<file path="config.mk">
export PLATFORM = sky130hd
export DESIGN_NAME = ack_window_tracker_top_flat
export DESIGN_NICKNAME = d
export VERILOG_FILES = /design/src/rtl/awt_pkg.sv /design/src/rtl/awt_ifs.sv /design/src/rtl/ack_window_tracker_top.sv /design/src/rtl/awt_map_ram.sv /design/src/rtl/awt_wload.sv /design/src/rtl/awt_ctrl.sv /design/src/flat_wrapper.sv
export SDC_FILE = /design/constraint.sdc
export NUM_CORES = 2
export LEC_CHECK = 0
export ABC_AREA = 1
export BUFFER_PORTS_ARGS = -buffer_cell sky130_fd_sc_hd__buf_2
export CORE_MARGIN = 2
export CORE_UTILIZATION = 35
export DETAILED_ROUTE_END_ITERATION = 8
export GPL_ROUTABILITY_DRIVEN = 0
export MAX_ROUTING_LAYER = met4
export PLACE_DENSITY = 0.47
export SETUP_SLACK_MARGIN = 0.4
export SYNTH_ARGS = -nofsm -noshare
export SYNTH_HDL_FRONTEND = slang
export SYNTH_SLANG_ARGS = --single-unit
</file>
<file path="constraint.sdc">
create_clock -name clk -period 27.2 [get_ports clk]
set_input_delay 1.36 -clock clk [delete_from_list [all_inputs] [get_ports clk]]
set_output_delay 1.36 -clock clk [all_outputs]
set_load 0.02 [all_outputs]
</file>
<file path="src/rtl/awt_pkg.sv">
// Shared types, codes and reset values for the ack window tracker.
`timescale 1ns / 1ps
package awt_pkg;

	localparam int SEQ_W      = 10;
	localparam int STAT_W     = 3;
	localparam int MISS_W     = 16;
	localparam int CFG_IDX_W  = 2;
	localparam int CFG_DATA_W = 16;
	localparam int WIN_W      = 16;

	// register indexes
	localparam logic [CFG_IDX_W-1:0] CFG_START_SEQ   = 2'd0;
	localparam logic [CFG_IDX_W-1:0] CFG_WINDOW_SIZE = 2'd1;
	localparam logic [CFG_IDX_W-1:0] CFG_MISS_LIMIT  = 2'd2;

	// status codes
	localparam logic [STAT_W-1:0] ST_OK        = 3'd0;
	localparam logic [STAT_W-1:0] ST_DUP_PLAIN = 3'd1;
	localparam logic [STAT_W-1:0] ST_DUP_UPPER = 3'd2;
	localparam logic [STAT_W-1:0] ST_DUP_LOWER = 3'd3;
	localparam logic [STAT_W-1:0] ST_OOW_WRAP  = 3'd4;
	localparam logic [STAT_W-1:0] ST_OOW_PLAIN = 3'd5;
	localparam logic [STAT_W-1:0] ST_LOST      = 3'd6;

	// register reset values
	localparam logic [SEQ_W-1:0]  RST_START_SEQ   = 10'd0;
	localparam logic [SEQ_W-1:0]  RST_WINDOW_SIZE = 10'd64;
	localparam logic [MISS_W-1:0] RST_MISS_LIMIT  = 16'd8;

	typedef struct packed {
		logic [STAT_W-1:0] status;
		logic [SEQ_W-1:0]  lost_seq;
		logic [SEQ_W-1:0]  head_seq;
	} res_t;

	// window bounds from the reload unit, widest sequence space
	typedef struct packed {
		logic             done;
		logic [WIN_W-1:0] head;
		logic [WIN_W-1:0] tail;
	} win_t;

endpackage

</file>
<file path="src/rtl/awt_ifs.sv">
// Handshake channel interfaces: ack input, result output, register writes.
`timescale 1ns / 1ps
interface awt_ack_if import awt_pkg::*; ();
	logic             valid;
	logic             ready;
	logic [SEQ_W-1:0] ack_seq;

	modport source (output valid, output ack_seq, input ready);
	modport sink (input valid, input ack_seq, output ready);
endinterface

interface awt_res_if import awt_pkg::*; ();
	logic              valid;
	logic              ready;
	logic [STAT_W-1:0] status;
	logic [SEQ_W-1:0]  lost_seq;
	logic [SEQ_W-1:0]  head_seq;

	modport source (output valid, output status, output lost_seq, output head_seq, input ready);
	modport sink (input valid, input status, input lost_seq, input head_seq, output ready);
endinterface

interface awt_cfg_if import awt_pkg::*; ();
	logic                  valid;
	logic                  ready;
	logic [CFG_IDX_W-1:0]  index;
	logic [CFG_DATA_W-1:0] data;

	modport source (output valid, output index, output data, input ready);
	modport sink (input valid, input index, input data, output ready);
endinterface

</file>
<file path="src/rtl/ack_window_tracker_top.sv">
// Top level of the ack window tracker: sequencer, window reload unit and bitmap RAM.
`timescale 1ns / 1ps
// Selective-ack receiver over a sliding window in a modular sequence space.
// Channels (valid/ready, a word moves when both are high):
//   ack - one ack number per word; res - status, lost head and window head;
//   cfg - register writes: 0 start_seq, 1 window_size, 2 miss_limit.
//   A start_seq or window_size write reloads the window bounds; the bitmap
//   and the miss count are kept.
// Steps from accept to result word on res: a duplicate or out-of-window
// ack goes from the bitmap read straight to the result; otherwise its bit
// is set and the head is checked, and if the head is acked the window
// slides. The slide walks the bitmap one number per cycle through the RAM
// read port; one ack is in work at a time, and the next is taken only
// once its result is registered.
// Reset: a clearing pass writes every bitmap entry, then a window reload
// that subtracts the sequence space from start and size until both lie
// within it. No ack is taken meanwhile; cfg is open during the clearing
// pass. A write of a window register takes the same reload.
// Receiver stall: a finished word waits in the output register; the next
// ack may be taken and worked on, and holds in its last step until the
// output register is drained.
module ack_window_tracker_top import awt_pkg::*; #(
	parameter int MAX_SEQ = 1023
) (
	input  logic clk,
	input  logic arst_n,
	awt_ack_if.sink   ack,
	awt_res_if.source res,
	awt_cfg_if.sink   cfg
);

	localparam int SW = $clog2(MAX_SEQ + 1);

	res_t             res_word;
	win_t             win;
	logic             load_start;
	logic [SEQ_W-1:0] load_start_seq;
	logic [SEQ_W-1:0] load_window_size;
	logic             mem_we;
	logic [SW-1:0]    mem_waddr;
	logic             mem_wdata;
	logic [SW-1:0]    mem_raddr;
	logic             mem_rdata;

	// sequencer: classification, read-modify-write of the bitmap, slide
	awt_ctrl #(
		.MAX_SEQ (MAX_SEQ),
		.SW      (SW)
	) u_ctrl (
		.clk              (clk),
		.arst_n           (arst_n),
		.ack_valid        (ack.valid),
		.ack_ready        (ack.ready),
		.ack_seq          (ack.ack_seq),
		.cfg_valid        (cfg.valid),
		.cfg_ready        (cfg.ready),
		.cfg_index        (cfg.index),
		.cfg_data         (cfg.data),
		.res_valid        (res.valid),
		.res_ready        (res.ready),
		.res_word         (res_word),
		.load_start       (load_start),
		.load_start_seq   (load_start_seq),
		.load_window_size (load_window_size),
		.win              (win),
		.mem_we           (mem_we),
		.mem_waddr        (mem_waddr),
		.mem_wdata        (mem_wdata),
		.mem_raddr        (mem_raddr),
		.mem_rdata        (mem_rdata)
	);

	// window bounds from the registers, reduced into the sequence space
	awt_wload #(
		.MAX_SEQ (MAX_SEQ)
	) u_wload (
		.clk         (clk),
		.arst_n      (arst_n),
		.start       (load_start),
		.start_seq   (load_start_seq),
		.window_size (load_window_size),
		.win         (win)
	);

	// one acked bit per sequence number
	awt_map_ram #(
		.DEPTH (MAX_SEQ + 1),
		.AW    (SW)
	) u_map (
		.clk     (clk),
		.we      (mem_we),
		.waddr   (mem_waddr),
		.wdata   (mem_wdata),
		.raddr   (mem_raddr),
		.rdata_q (mem_rdata)
	);

	assign res.status   = res_word.status;
	assign res.lost_seq = res_word.lost_seq;
	assign res.head_seq = res_word.head_seq;

endmodule

</file>
<file path="src/rtl/awt_map_ram.sv">
// Acked bitmap: one write port, one read port, registered read data.
`timescale 1ns / 1ps
module awt_map_ram #(
	parameter int DEPTH = 1024,
	parameter int AW    = 10
) (
	input  logic          clk,
	input  logic          we,
	input  logic [AW-1:0] waddr,
	input  logic          wdata,
	input  logic [AW-1:0] raddr,
	output logic          rdata_q
);

	logic mem [DEPTH];

	always_ff @(posedge clk) begin
		if (we) begin
			mem[waddr] <= wdata;
		end
		rdata_q <= mem[raddr];
	end

endmodule

</file>
<file path="src/rtl/awt_wload.sv">
// Window reload: reduces start and size into the sequence space, forms head and tail.
`timescale 1ns / 1ps
module awt_wload import awt_pkg::*; #(
	parameter int MAX_SEQ = 1023
) (
	input  logic             clk,
	input  logic             arst_n,
	input  logic             start,
	input  logic [SEQ_W-1:0] start_seq,
	input  logic [SEQ_W-1:0] window_size,
	output win_t             win
);

	localparam int SPACE = MAX_SEQ + 1;
	localparam int SW    = $clog2(SPACE);
	localparam int XW    = (SW + 1 > SEQ_W + 1) ? SW + 1 : SEQ_W + 1;

	logic          busy_q;
	logic [XW-1:0] s_q;
	logic [XW-1:0] z_q;
	logic          s_big;
	logic          z_big;
	logic [XW-1:0] sum;
	logic [XW-1:0] tail;

	assign s_big = (s_q >= XW'(SPACE));
	assign z_big = (z_q >= XW'(SPACE));

	always_ff @(posedge clk or negedge arst_n) begin
		if (!arst_n) begin
			busy_q <= 1'b0;
		end else if (start) begin
			busy_q <= 1'b1;
		end else if (win.done) begin
			busy_q <= 1'b0;
		end
	end

	// one subtraction of the space per cycle until both are reduced
	always_ff @(posedge clk) begin
		if (start) begin
			s_q <= XW'(start_seq);
			z_q <= XW'(window_size);
		end else begin
			if (s_big) begin
				s_q <= s_q - XW'(SPACE);
			end
			if (z_big) begin
				z_q <= z_q - XW'(SPACE);
			end
		end
	end

	always_comb begin
		sum  = s_q + z_q;
		tail = sum - 1'b1;
		if (z_q == '0) begin
			// empty size covers the whole space
			tail = (s_q == '0) ? XW'(MAX_SEQ) : s_q - 1'b1;
		end else if (tail >= XW'(SPACE)) begin
			tail = tail - XW'(SPACE);
		end
	end

	assign win.done = busy_q && !s_big && !z_big;
	assign win.head = WIN_W'(s_q);
	assign win.tail = WIN_W'(tail);

endmodule

</file>
<file path="src/rtl/awt_ctrl.sv">
// Sequencer: ack classification, bitmap read-modify-write, slide, registers, result word.
`timescale 1ns / 1ps
module awt_ctrl import awt_pkg::*; #(
	parameter int MAX_SEQ = 1023,
	parameter int SW      = 10
) (
	input  logic                  clk,
	input  logic                  arst_n,
	input  logic                  ack_valid,
	output logic                  ack_ready,
	input  logic [SEQ_W-1:0]      ack_seq,
	input  logic                  cfg_valid,
	output logic                  cfg_ready,
	input  logic [CFG_IDX_W-1:0]  cfg_index,
	input  logic [CFG_DATA_W-1:0] cfg_data,
	output logic                  res_valid,
	input  logic                  res_ready,
	output res_t                  res_word,
	output logic                  load_start,
	output logic [SEQ_W-1:0]      load_start_seq,
	output logic [SEQ_W-1:0]      load_window_size,
	input  win_t                  win,
	output logic                  mem_we,
	output logic [SW-1:0]         mem_waddr,
	output logic                  mem_wdata,
	output logic [SW-1:0]         mem_raddr,
	input  logic                  mem_rdata
);

	localparam int SPACE = MAX_SEQ + 1;
	localparam int XW    = (SW + 1 > SEQ_W + 1) ? SW + 1 : SEQ_W + 1;

	typedef enum logic [6:0] {
		S_CLEAR = 7'b0000001,
		S_LOAD  = 7'b0000010,
		S_IDLE  = 7'b0000100,
		S_POS   = 7'b0001000,
		S_HEAD  = 7'b0010000,
		S_SLIDE = 7'b0100000,
		S_EMIT  = 7'b1000000
	} state_t;

	function automatic logic [SW-1:0] seq_inc(input logic [SW-1:0] v);
		return (v == SW'(MAX_SEQ)) ? '0 : v + 1'b1;
	endfunction

	state_t              state_q;
	logic [SW-1:0]       clr_q;
	logic [SEQ_W-1:0]    start_seq_q;
	logic [SEQ_W-1:0]    window_size_q;
	logic [MISS_W-1:0]   miss_limit_q;
	logic [MISS_W-1:0]   miss_q;
	logic [SW-1:0]       head_q;
	logic [SW-1:0]       tail_q;
	logic [XW-1:0]       steps_q;
	logic                fwd_q;
	logic                res_valid_q;
	logic [SEQ_W-1:0]    pos_q;
	logic [STAT_W-1:0]   cls_q;
	logic                inwin_q;
	logic [STAT_W-1:0]   pend_status_q;
	logic [SW-1:0]       pend_lost_q;
	res_t                res_word_q;

	logic                ack_fire;
	logic                cfg_fire;
	logic                cfg_win;
	logic [XW-1:0]       pos_x;
	logic [XW-1:0]       head_x;
	logic [XW-1:0]       tail_x;
	logic                in_plain;
	logic                wrapped;
	logic                upper;
	logic                lower;
	logic [STAT_W-1:0]   cls;
	logic                inwin;
	logic                head_bit;
	logic [SW-1:0]       head_nx;
	logic [SW-1:0]       tail_nx;
	logic [MISS_W-1:0]   miss_inc;
	logic                slide_more;
	logic                out_free;

	assign ack_ready = (state_q == S_IDLE) && !cfg_valid;
	assign cfg_ready = (state_q == S_IDLE) || (state_q == S_CLEAR);
	assign ack_fire  = ack_valid && ack_ready;
	assign cfg_fire  = cfg_valid && cfg_ready;
	assign cfg_win   = cfg_fire && ((cfg_index == CFG_START_SEQ) || (cfg_index == CFG_WINDOW_SIZE));

	// window check of the incoming ack
	assign pos_x    = XW'(ack_seq);
	assign head_x   = XW'(head_q);
	assign tail_x   = XW'(tail_q);
	assign in_plain = (head_x <= pos_x) && (pos_x <= tail_x);
	assign wrapped  = (tail_x < head_x);
	assign upper    = (head_x <= pos_x) && (pos_x <= XW'(MAX_SEQ));
	assign lower    = (pos_x <= tail_x);
	assign inwin    = in_plain || (wrapped && (upper || lower));

	always_comb begin
		if (in_plain) begin
			cls = ST_DUP_PLAIN;
		end else if (!wrapped) begin
			cls = ST_OOW_PLAIN;
		end else if (upper) begin
			cls = ST_DUP_UPPER;
		end else if (lower) begin
			cls = ST_DUP_LOWER;
		end else begin
			cls = ST_OOW_WRAP;
		end
	end

	// head bit: the ack just written may be the head itself
	assign head_bit   = mem_rdata || (XW'(pos_q) == head_x);
	assign head_nx    = seq_inc(head_q);
	assign tail_nx    = seq_inc(tail_q);
	assign miss_inc   = (miss_q == '1) ? miss_q : miss_q + 1'b1;
	// a freshly cleared tail that is also the new head reads as unacked
	assign slide_more = mem_rdata && !fwd_q && (steps_q < XW'(SPACE));
	assign out_free   = !res_valid_q || res_ready;

	assign load_start       = ((state_q == S_CLEAR) && (clr_q == SW'(MAX_SEQ))) ||
	                          ((state_q == S_IDLE) && cfg_win);
	assign load_start_seq   = (cfg_fire && (cfg_index == CFG_START_SEQ)) ?
	                          cfg_data[SEQ_W-1:0] : start_seq_q;
	assign load_window_size = (cfg_fire && (cfg_index == CFG_WINDOW_SIZE)) ?
	                          cfg_data[SEQ_W-1:0] : window_size_q;

	always_comb begin
		mem_we    = 1'b0;
		mem_waddr = tail_nx;
		mem_wdata = 1'b0;
		mem_raddr = SW'(ack_seq);
		case (state_q)
			S_CLEAR: begin
				mem_we    = 1'b1;
				mem_waddr = clr_q;
			end
			S_POS: begin
				mem_raddr = head_q;
				if (inwin_q && !mem_rdata) begin
					mem_we    = 1'b1;
					mem_waddr = SW'(pos_q);
					mem_wdata = 1'b1;
				end
			end
			S_HEAD: begin
				mem_raddr = head_nx;
				mem_we    = head_bit;
			end
			S_SLIDE: begin
				mem_raddr = head_nx;
				mem_we    = slide_more;
			end
			default: begin
				mem_we = 1'b0;
			end
		endcase
	end

	always_ff @(posedge clk or negedge arst_n) begin
		if (!arst_n) begin
			state_q       <= S_CLEAR;
			clr_q         <= '0;
			start_seq_q   <= RST_START_SEQ;
			window_size_q <= RST_WINDOW_SIZE;
			miss_limit_q  <= RST_MISS_LIMIT;
			miss_q        <= '0;
			head_q        <= '0;
			tail_q        <= '0;
			steps_q       <= '0;
			fwd_q         <= 1'b0;
			res_valid_q   <= 1'b0;
		end else begin
			start_seq_q   <= load_start_seq;
			window_size_q <= load_window_size;
			if (cfg_fire && (cfg_index == CFG_MISS_LIMIT)) begin
				miss_limit_q <= cfg_data[MISS_W-1:0];
			end
			if ((state_q == S_EMIT) && out_free) begin
				res_valid_q <= 1'b1;
			end else if (res_ready) begin
				res_valid_q <= 1'b0;
			end
			case (state_q)
				S_CLEAR: begin
					clr_q <= clr_q + 1'b1;
					if (clr_q == SW'(MAX_SEQ)) begin
						state_q <= S_LOAD;
					end
				end
				S_LOAD: begin
					if (win.done) begin
						head_q  <= SW'(win.head);
						tail_q  <= SW'(win.tail);
						state_q <= S_IDLE;
					end
				end
				S_IDLE: begin
					if (cfg_win) begin
						state_q <= S_LOAD;
					end else if (ack_fire) begin
						state_q <= S_POS;
					end
				end
				S_POS: begin
					state_q <= (!inwin_q || mem_rdata) ? S_EMIT : S_HEAD;
				end
				S_HEAD: begin
					if (!head_bit) begin
						miss_q  <= miss_inc;
						state_q <= S_EMIT;
					end else begin
						miss_q  <= '0;
						head_q  <= head_nx;
						tail_q  <= tail_nx;
						fwd_q   <= (tail_nx == head_nx);
						steps_q <= XW'(1);
						state_q <= S_SLIDE;
					end
				end
				S_SLIDE: begin
					if (slide_more) begin
						head_q  <= head_nx;
						tail_q  <= tail_nx;
						fwd_q   <= (tail_nx == head_nx);
						steps_q <= steps_q + 1'b1;
					end else begin
						state_q <= S_EMIT;
					end
				end
				S_EMIT: begin
					if (out_free) begin
						state_q <= S_IDLE;
					end
				end
				default: begin
					state_q <= S_CLEAR;
				end
			endcase
		end
	end

	always_ff @(posedge clk) begin
		if (ack_fire) begin
			pos_q   <= ack_seq;
			cls_q   <= cls;
			inwin_q <= inwin;
		end
		case (state_q)
			S_POS: begin
				pend_status_q <= cls_q;
				pend_lost_q   <= '0;
			end
			S_HEAD: begin
				if (!head_bit && (miss_inc >= miss_limit_q)) begin
					pend_status_q <= ST_LOST;
					pend_lost_q   <= head_q;
				end else begin
					pend_status_q <= ST_OK;
					pend_lost_q   <= '0;
				end
			end
			default: begin
				pend_status_q <= pend_status_q;
				pend_lost_q   <= pend_lost_q;
			end
		endcase
		if ((state_q == S_EMIT) && out_free) begin
			res_word_q.status   <= pend_status_q;
			res_word_q.lost_seq <= SEQ_W'(pend_lost_q);
			res_word_q.head_seq <= SEQ_W'(head_q);
		end
	end

	assign res_valid = res_valid_q;
	assign res_word  = res_word_q;

endmodule
</file>
<file path="src/flat_wrapper.sv">
// flat-port wrapper written by rule: the top's interface ports become plain ports
module ack_window_tracker_top_flat import awt_pkg::*;
#(
	parameter int MAX_SEQ = 1023
)
  (clk, arst_n, ack_valid, ack_ack_seq, ack_ready, res_valid, res_status, res_lost_seq, res_head_seq, res_ready, cfg_valid, cfg_index, cfg_data, cfg_ready);
  awt_ack_if ack_i ();
  awt_res_if res_i ();
  awt_cfg_if cfg_i ();
  input  logic clk;
  input  logic arst_n;
  input wire logic [$bits(ack_i.valid)-1:0] ack_valid;
  input wire logic [$bits(ack_i.ack_seq)-1:0] ack_ack_seq;
  output wire logic [$bits(ack_i.ready)-1:0] ack_ready;
  output wire logic [$bits(res_i.valid)-1:0] res_valid;
  output wire logic [$bits(res_i.status)-1:0] res_status;
  output wire logic [$bits(res_i.lost_seq)-1:0] res_lost_seq;
  output wire logic [$bits(res_i.head_seq)-1:0] res_head_seq;
  input wire logic [$bits(res_i.ready)-1:0] res_ready;
  input wire logic [$bits(cfg_i.valid)-1:0] cfg_valid;
  input wire logic [$bits(cfg_i.index)-1:0] cfg_index;
  input wire logic [$bits(cfg_i.data)-1:0] cfg_data;
  output wire logic [$bits(cfg_i.ready)-1:0] cfg_ready;
  assign ack_i.valid = ack_valid;
  assign ack_i.ack_seq = ack_ack_seq;
  assign ack_ready = ack_i.ready;
  assign res_valid = res_i.valid;
  assign res_status = res_i.status;
  assign res_lost_seq = res_i.lost_seq;
  assign res_head_seq = res_i.head_seq;
  assign res_i.ready = res_ready;
  assign cfg_i.valid = cfg_valid;
  assign cfg_i.index = cfg_index;
  assign cfg_i.data = cfg_data;
  assign cfg_ready = cfg_i.ready;
  ack_window_tracker_top #(.MAX_SEQ(MAX_SEQ)) u_core (.clk(clk), .arst_n(arst_n), .ack(ack_i), .res(res_i), .cfg(cfg_i));
endmodule
</file>
After elaboration in Yosys (flattened, before gate mapping)
Memories as Yosys holds them, arrays and structs flattened. A register that Yosys moved wholly into a read port is not among the register bits.
Index checks and enable logic that the tools add are counted.

operators by class
  add/sub/neg operators = 11
  $lt $le $gt $ge = 9
  equality and inequality tests = 22
  mux-type cells = 55
  bitwise logic cells = 1
  reduce and logical (&&, ||, !) cells = 50

operators by type and width
  kind                      count
  $mux W10                  19
  $pmux W10 S2              3
  $pmux W10 S3              2
  $mux W7                   8
  $pmux W7 S7               1
  $ge A11 B11 Y1 const B    3
  $mux W16                  2
  $add A10 B1 Y10 const B   3
  $eq A10 B10 Y1 const B    3
  $logic_not A11 Y1         2
  $mux W11                  2
  $pmux W11 S2              1
  $sub A11 B11 Y11 const B  2
  $eq A10 B10 Y1            2
  $le A10 B10 Y1            2
  $sub A10 B1 Y10 const B   2
  $logic_and A1 B1 Y1       19
  $add A16 B1 Y16 const B   1
  $eq A16 B16 Y1 const B    1
  $ge A16 B16 Y1            1
  $mux W3                   4
  $reduce_bool A2 Y1        6
  $add A11 B1 Y11 const B   1
  $add A11 B11 Y11          1
  other kinds (29)          57

word-level totals
  flip-flop bits (word level) = 175
  RAM bits = 1024
  input port bits = 33
  output and inout bits = 26
  word-level logic and storage cells = 174
  memories kept = 1

memories
  name              depth  width  rd ports  clocked after Yosys merged registers in  wr ports  RTL line           RTL
  u_core.u_map.mem  1024   1      1         1                                        1         awt_map_ram.sv:15  logic mem [DEPTH];

Depth between registers and ports, before layout
  word-level depth = 7
  mapped depth = 24
  depth with buffers taken out = 22

By module
Synthesis repeated with hierarchy kept, for this count alone.

second synthesis, totals
  cells, all modules = 5978
  area total of the unflattened synthesis = 56984.7 um2

modules (own cells, without submodules)
  module       instances  cells an instance  area an instance (um2)
  awt_map_ram  1          4679               46392.0
  awt_ctrl     1          1060               8754.6
  awt_wload    1          239                1838.0

Worst setup path after synthesis
Ideal clock, no wire load.

  kind = reg2reg
  start = register u_core.u_ctrl.state_q[4]
  end = memory u_core.u_map.mem[100] (enable)
  library setup time = 300 ps
  arrival = 9315 ps
  slack = 17585 ps
  stages on the path, launching flop included = 12
  path buffers = 2
  cells stage by stage = dfrtp_1 -> nor2_1 -> nand2_1 -> inv_2 -> nand2_2 -> nor2_1 -> buf_2 -> a221oi_2 -> nor2_1 -> nand2_1 -> buf_1 -> nor2_1

between the ends
  longest elaborated chain between the ends = 4
  elaborated cells between the ends (all ways) = 8

ends and longest elaborated chain
  what                                        RTL line           RTL
  from (decl)                                 awt_ctrl.sv:47     state_t state_q;
  from (signal assigned)                      awt_ctrl.sv:208    state_q <= (!inwin_q || mem_rdata) ? S_EMIT : S_HEAD;
  $eq A7 B6 Y1, or another cell as far along  awt_ctrl.sv:135    case (state_q)
  $pmux W1 S4                                 awt_ctrl.sv:135
  $mux W1                                     awt_map_ram.sv:18  if (we) begin
  $mux W1 (not written as such)               awt_map_ram.sv:19  mem[waddr] <= wdata;
  to (decl)                                   awt_map_ram.sv:15

Parallel ways exist; a longest one is shown, timed or not.

Worst setup path after layout
  start = register u_core.u_ctrl.state_q[3]
  end = register u_core.u_map.rdata_q (read register of u_core.u_map.mem)

between the ends
  longest elaborated chain between the ends = 3
  elaborated cells between the ends (all ways) = 5

ends and longest elaborated chain
  what                                                 RTL line           RTL
  $eq A7 B6 Y1 / $eq A7 B5 Y1 (equally long branches)  awt_ctrl.sv:135
  $reduce_or A2 Y1 (no line)                           --
  $pmux W10 S2 (*)                                     awt_ctrl.sv:135
  to (decl)                                            awt_map_ram.sv:12  output logic rdata_q

Mark *: on every way between the ends. The rest lies on a longest branch, timed or not.
A chain may end at the register's enable or synchronous reset.

==> summary.md <==
| Metric | Value |
|---|---|
| First-pass GRT wire length | 281000 µm |
| Yosys reg bits | 1200 |
| Via count | around 43000 |
| FMAX | roughly 140 MHz |
| Gr usage total | a little under a quarter |
| Die X | approximately 410 µm |
| Initial antenna violation count | 4 |
| Post-Syn Area | around 58000 µm² |
| Boundary Pins | 59 |
| Nets | 6105 |
| Avg Inst Size Synth | 9.45 µm² |
| CTS Buf Count | between 100 and 150 |
| Die outline height | approximately 400 µm |
| Final period util | 26.3% |
| Via/cell ratio | between 5 and 6 |
| Leak | approximately 24 nW |
| Max Slew Vio Count | 0 |
| Worst-path cell chain | nor2_2 -> nand2_2 -> nor2_4 -> nor2_8 -> nand2_4 -> nand3_4 -> nand2_8 -> buf_4 -> buf_4 -> buf_4 -> nand2_1 -> o211ai_1 -> nand3_1 -> nand3_1 -> nand3_1 -> nand3_1 -> nand3_1 -> nand3_1 -> nand3_1 -> nand3_1 -> nand2_1 |
| Synth Flop Type | edfxtp_1 |
| Setup TNS | 0 ps |
| Max incr delay on CP | slightly above 900 ps |
| DRC | 0 |
| CTS tree | built |
| RSZ-0062 raised after global routing | false |
| Register area share after synthesis | about three fifths |
| Total power | about 4.8 mW |
| Area Overhead vs Synth | 11.2% |
| Largest net degree at the start of global routing | roughly 130 |
| Wirelength per Cell | approximately 23 µm |
| Final antenna diode count | 0 |
| Worst-Skew Late Latency | 790 ps |
| Worst VDD drop | ~0.08 mV |
| EDFF count, synth | around 1100 |
| Hold_buf cts | 0 |
| CTS root buf | clkbuf_16 |
| Die ar. | 170000 µm² |
| Core Region | between 150000 and 200000 µm² |
| I/O Buffers | 58 |
| Detailed Routing Iterations Pass 1 | 5 |
| Postcts setup bufs | 0 |
| WS Path Type | register to register |
| Sw power | approximately 1.5 mW |
| Row count | about 150 |
| Gr ovfl total | 0 |
| Drt total wl | roughly 190000 µm |
| Synth unique cells | between 60 and 70 |
| Cell Int Power | around 3.3 mW |
| Clock power share | around two fifths |
| Leading cell types in the layout, fill and taps excluded | nor2_1, edfxtp_1, nand2_1, nand3_1, inv_1 |
| Deepest clock path buffer count | 3 |
| Layout Skew | between 40 and 50 ps |
| # H-tree levels | 4 |
| Layout cell share with drive strength beyond 1 | 7.01% |
| Tmin final | between 7000 and 8000 ps |
| Starting Density | between 30% and 40% |
| Post_cts resized | 0 |
| Max Cap Viol | 0 |
| Most used cell, CP | nand3_1 |
| Share of synthesized registers carrying an async set or reset | roughly 8.6% |
| Final ANT Viol Nets | 0 |
| Crit path launch type | register |
| PwrDens | ~75 nW/µm² |
| Worst-margin pin slew | about 1200 ps |
| Synth warn | 0 |
| Slew margin rel. | 17.7% |
| CTS Sinks | 1200 |
| Setup violations, final | 0 |
| Comb pwr share | between 10% and 20% |
| Status | completed |
| WP data required | roughly 28000 ps |
| Most common cell after layout, fill and taps aside | nor2_1 |
| Synthesized netlist cell count | roughly 6200 |
| Seq pwr share | 43.6% |
| Hold Crit Class | register to register |
| Final Hold Vio Count | 0 |
| CP max FO | about 110 |
| CP Capture Type | register |
| DRT iter0 DRCs | ~4400 |
| Sw Share | between 30% and 40% |
| DPL Wire Length | just under 100000 µm |
| Critical Path Slowest Stage Cell | buf_4 |
| CTS clk-pin slew, worst paths | 60 ps |
| Vias in the first global route | between 40000 and 50000 |
| Worst EP arrival | 7820 ps |
-- cells in the mapped netlist, types with 9 or more instances --
master    instances  area share [%]
buf_2            84            0.72
o21ai_0         105            0.90
nand2_1        1125             7.3
nand3_1         780             6.7
o22ai_1          13            0.14
nor3_1           27            0.23
nor2_1         1138             7.3
edfxtp_1       1094              56
inv_1           675             4.4
dfrtp_1         100             4.3
ha_1             68             1.5
clkbuf_1        276             1.8
buf_4            17            0.22
o211ai_1        196             2.5
nor3_2            9            0.15
nor4_1           10            0.11
xor2_1           34            0.51
inv_2            13           0.084
buf_1            68            0.44
a21oi_1          57            0.49
nand4_1          13            0.14
nand3b_1        171             2.2
-- worst max-delay path, delay by kind of cell, from the launching register on --
kind            cells  cell delay, ps
compound gates      1             110
flops               1             400
simple gates       17            3900
buf+inv             3            2400
-- kinds of logic (layout without fill, tap and decap cells) --
family | Yosys count | after routing | share of synthesized area [%]
and+or+nand+nor | 3297 | 3297 | 24.5
DFF | 1200 | 1200 | 61.0
AOI/OAI and AO/OA | 413 | 413 | 4.65
buffers and inverters | 1139 | 1096 | 7.72
adders and majority gates | 69 | 69 | 1.50
other | 1 | 2 | 0.00645
muxes | 1 | 1 | 0.0194
xor gates and xnor gates | 40 | 40 | 0.602
-- layout make-up --
cell class	instances	area [µm²]
inverters	688	2600
clock inverters	70	557
flip-flops and latches	1200	35500
well taps	2189	2740
multi-input cells	3822	18400
clock buffers	189	3910
repair buffers	149	988
fillers	16600	100000
-- registers in the layout (all words and copies together) (netlist names), 11 cells and up --
signal                      flops
u_core.u_map.mem             1024
u_core.u_ctrl.res_word         23
u_core.u_ctrl.miss_limit_q     16
u_core.u_ctrl.miss_q           16
u_core.u_ctrl.steps_q          11
u_core.u_wload.s_q             11
u_core.u_wload.z_q             11
-- power by group through the flow --
stage               clock [mW]  combinational, mW  sequential (mW)
finish                    1.85              0.870             2.10
detailed placement           0              0.870             2.14
global placement             0              0.867             2.14
CTS                       1.89              0.872             2.10
floorplan                    0              0.489             2.12
global route              1.96              0.940             2.11
-- path summary, 6_finish.rpt --
check | startpoint | to | slack, ps | cells past startpoint
worst min-delay path | u_core.u_ctrl.pend_lost_q[0] | u_core.u_ctrl.res_word[10] | 420 | 0
worst max register to register | u_core.u_ctrl.state_q[3] | u_core.u_map.rdata_q | 20040 | 21
min in group asynchronous | arst_n | u_core.u_ctrl.miss_limit_q[2] | 700 | 1
max in group asynchronous | arst_n | u_core.u_ctrl.steps_q[8] | 25300 | 2
worst min register to register | u_core.u_ctrl.pend_lost_q[0] | u_core.u_ctrl.res_word[10] | 420 | 0
worst max-delay path | u_core.u_ctrl.state_q[3] | u_core.u_map.rdata_q | 20040 | 21
-- per-layer routing --
metal,global-route usage (%),up-vias,share of wire (%),wire length (µm)
li1,-,20100,-,-
met5,-,-,0,0
met4,5.85,0,2.3,4400
met1,30.8,21800,45,86000
met2,36.9,1260,47,90900
met3,3.03,254,5.4,10300
-- per-stage QoR --
step	hold WS, ps	cell area (µm²)	util [%]	cells	worst slack (ps)
floorplan	400	58200	-	6161	17590
global placement	403	60300	36.5	8048	20090
detailed placement	405	60300	36.5	8048	20020
CTS	418	64700	39.2	8307	19970
global route	421	64700	39.2	8307	19450
finish	417	64700	39.2	8307	20040
Power figures use the tool's default switching activity.
